==> src/cdq_ram.sv <==
`default_nettype none

module cdq_ram #(
	parameter int WIDTH = 32,
	parameter int DEPTH = 128
) (
	input  wire logic                     clk,
	input  wire logic                     we,
	input  wire logic [$clog2(DEPTH)-1:0] waddr,
	input  wire logic [WIDTH-1:0]         wdata,
	input  wire logic                     re,
	input  wire logic [$clog2(DEPTH)-1:0] raddr,
	output logic      [WIDTH-1:0]         rdata
);

	logic [WIDTH-1:0] mem_q [DEPTH];

	always_ff @(posedge clk) begin
		if (we) begin
			mem_q[waddr] <= wdata;
		end
		if (re) begin
			rdata <= mem_q[raddr];
		end
	end

endmodule

`default_nettype wire

==> config.mk <==
export PLATFORM = sky130hd
export DESIGN_NAME = cdq_ram
export DESIGN_NICKNAME = d
export VERILOG_FILES = /design/src/cdq_ram.sv
export SDC_FILE = /design/constraint.sdc
export NUM_CORES = 2
export LEC_CHECK = 0
export BUFFER_PORTS_ARGS = -buffer_cell sky130_fd_sc_hd__buf_2
export CORE_MARGIN = 2
export CORE_UTILIZATION = 50
export DETAILED_ROUTE_END_ITERATION = 6
export PLACE_DENSITY = 0.79
export SLEW_MARGIN = 40
export SYNTH_ARGS = -nofsm -noshare
export SYNTH_HDL_FRONTEND = slang
export SYNTH_SLANG_ARGS = --single-unit
==> constraint.sdc <==
create_clock -name clk -period 3.8 [get_ports clk]
set_input_delay 0.76 -clock clk [delete_from_list [all_inputs] [get_ports clk]]
set_output_delay 0.76 -clock clk [all_outputs]
set_load 0.1 [all_outputs]
==> reports/metrics.yaml <==
setup_path:
  crit_fanout: 17
  start_kind: "input port"
  critPathBufInv: 4
  slowest_delay_ns: 0.72
  cp-end-kind: "flip-flop"
  crit_path_top_delay_cell: "mux4_2"
  timing_worst_setup_path_type: "input port to flip-flop"
  path_cells: "buf_12 -> buf_12 -> buf_12 -> buf_4 -> mux4_2 -> mux4_2 -> mux4_2 -> mux2_2"
  worstPathRequired_ns: 4.45
  arrival_ns: 3.97
  crit_family: "multiplexers"
place:
  place.detailed.instances: 10300
  gp_congestion: 0.853
  dpl-instance-area_mm2: 0.168
  hpwl_um: 228000
  port_buffers: 80
grt:
  overflow: 0
  grt_pass1_vias: 77300
  antenna_found_initial: 77
  grt_util_all_layers_pct: 28.8
  grt_pass1_wl_um: 630000
  grt_max_degree: 119
pwr:
  p_leak_nw: 55.3
  ir_drop_mv: 0.412
  power_w: 0.0949
  cellPowerDensity_mw_per_mm2: 527
drt:
  wl_um: 470000
  drc: 0
  vias_per_cell: 6.96
  drtPass1Iterations: 6
  drtIter0Drc: 15200
  vias: 77100
  antenna_left: 0
  wl_per_cell_um: 42.5
synth:
  postSynthCellCount: 5990
  synth_top_area_share_pct: 79.2
  synth_top_family_by_area: "multiplexers"
  synthAdderAreaFrac_pct: 0
  synth_compound_area_share_pct: 0
  yosys.area_share.simple_pct: 0.445
  synth_nets: 6039
  ys_types: 16
  synth.area.mux_share_pct: 19.6
  synthTopCellsByArea: "edfxtp_1 79%, mux4_2 19%, clkbuf_1 0.44%"
  synth_top_area_cell: "edfxtp_1"
  synth_area_mm2: 0.157
  ys_ff_latch: 4128
  syn_area_per_cell_um2: 26.1
  synth.yosys.seq_area_share_pct: 79.2
  synth-xor-area-share_pct: 0
  yosysWarnings: 0
finish:
  finalNonFillerCells: 11100
  syn2layout_area_growth_pct: 15.1
  fillers: 20000
  finalCoreUtilization_pct: 57.8
  drive_gt1_share_pct: 37.5
  nNetsFinal: 6626
  design_area_mm2: 0.180
floorplanning:
  core_area_mm2: 0.312
  die_h_um: 564
  rows: 205
  dieArea_mm2: 0.318
  die_w_um: 564
  start_util_pct: 50.2
  io-pin-count: 81
clocking:
  ctsResizeCount: 0
  cts_hold_buf: 0
  clk_pin_slew_ns: 0.07
  cts-htree-levels: 5
  cts_sinks: 4128
  clockRootBuffer: "clkbuf_16"
  insertion_delay_ns: 0.92
  cts_tree: "done"
  clock_path_buffers: 4
  cts-buffers-inserted: 382
  cts_setup_buffers: 0
sta:
  hold_viol: 0
  slew_headroom_pct: 35.3
  worst_pin_slew_ns: 0.969
  finalSetupViolCount: 0
  finalMaxSlewViolations: 0
  rsz0062_at_grt: "false"
  period_share_pct: 87.5
  clock_skew_ns: 0.0531
  post-route-min-period_ns: 3.32
  fmax_mhz: 301
status:
  outcome: "complete, no violations"
run:
  drv_cap: 0
min_path:
  hold_path.class: "input port to flip-flop"
-- per-layer routing --
layer  up-vias  share of wire, %  global-route usage (%)  wire [µm]
met2      8104                48                    46.1     227000
met1     39800                30                    35.9     140000
met3      1544                15                    7.15      69200
li1      27600                 -                       -          -
met5         -             0.079                       0        371
met4        60               7.2                    17.2      33900
-- stage by stage --
step | worst slack (ns) | hold WS [ns] | TNS, ns
floorplan | -0.199 | 0.859 | -17.91
global placement | -0.237 | 1.15 | -2.83
detailed placement | -0.255 | 1.18 | -3.84
CTS | 0.568 | 0.238 | 0
global route | 0.488 | 0.247 | 0
finish | 0.475 | 0.244 | 0
-- placed cells by master, fill, tap and decap left out, types with 40 or more instances in the layout --
master	synthesis	layout
edfxtp_1	4128	4128
clkinv_1	0	70
buf_12	0	191
nor2_4	0	119
buf_4	3	256
clkbuf_16	0	391
clkinv_2	0	81
buf_2	79	42
clkbuf_1	182	64
mux4_2	1344	1344
diode_2	0	59
bufinv_16	0	40
-- kinds of logic (layout without fill, tap and decap cells) --
logic type | count (synthesis) | in the layout
other | 0 | 59
DFF | 4128 | 4128
muxes | 1376 | 1376
and+or+nand+nor | 170 | 170
buffers and inverters | 316 | 1202
-- worst register-to-register path: cells and delay by family (launching register included) --
family	cells	cell delay [ns]
mux	4	2.16
flops	1	0.51
-- path summary, 6_finish.rpt --
path                 start       endpoint  slack, ns  depth (start not counted)
max reg2reg  mem_q[31][11]      rdata[11]       0.87                          4
max               raddr[0]       rdata[3]       0.48                          8
min reg2reg  mem_q[124][8]       rdata[8]       1.22                          4
min              wdata[18]  mem_q[59][18]       0.24                          1
-- report_power, final --
| part | internal, W | switching, W | total (W) |
|---|---|---|---|
| sequential | 0.0503 | 0.000216 | 0.0505 |
| combinational | 0.00206 | 0.00357 | 0.00563 |
| clock | 0.0215 | 0.0172 | 0.0388 |
-- sequential cells by signal (all words and copies together) (netlist names) --
| signal | flops |
|---|---|
| rdata | 32 |
| mem_q | 4096 |
-- synth_stat cells --
master,count
buf_1,50
buf_2,79
buf_4,3
buf_6,2
clkbuf_1,182
edfxtp_1,4128
mux2_2,32
mux4_2,1344
nand2_1,14
nand2b_1,2
nand3_1,12
nand4_1,3
nor2_1,122
nor2b_1,7
nor3_1,9
or3_1,1
-- layout make-up --
class,count,area (µm²),share of cell area [%]
Antenna cell,59,148,0.0819
Clock buffer,455,10000,5.56
Clock inverter,228,2180,1.21
Multi-Input combinational cell,1546,32300,17.9
Sequential cell,4128,124000,68.8
Tap cell,4140,5180,2.87
Timing Repair Buffer,519,6440,3.57
Note: power is estimated with default switching activity, not from simulation.
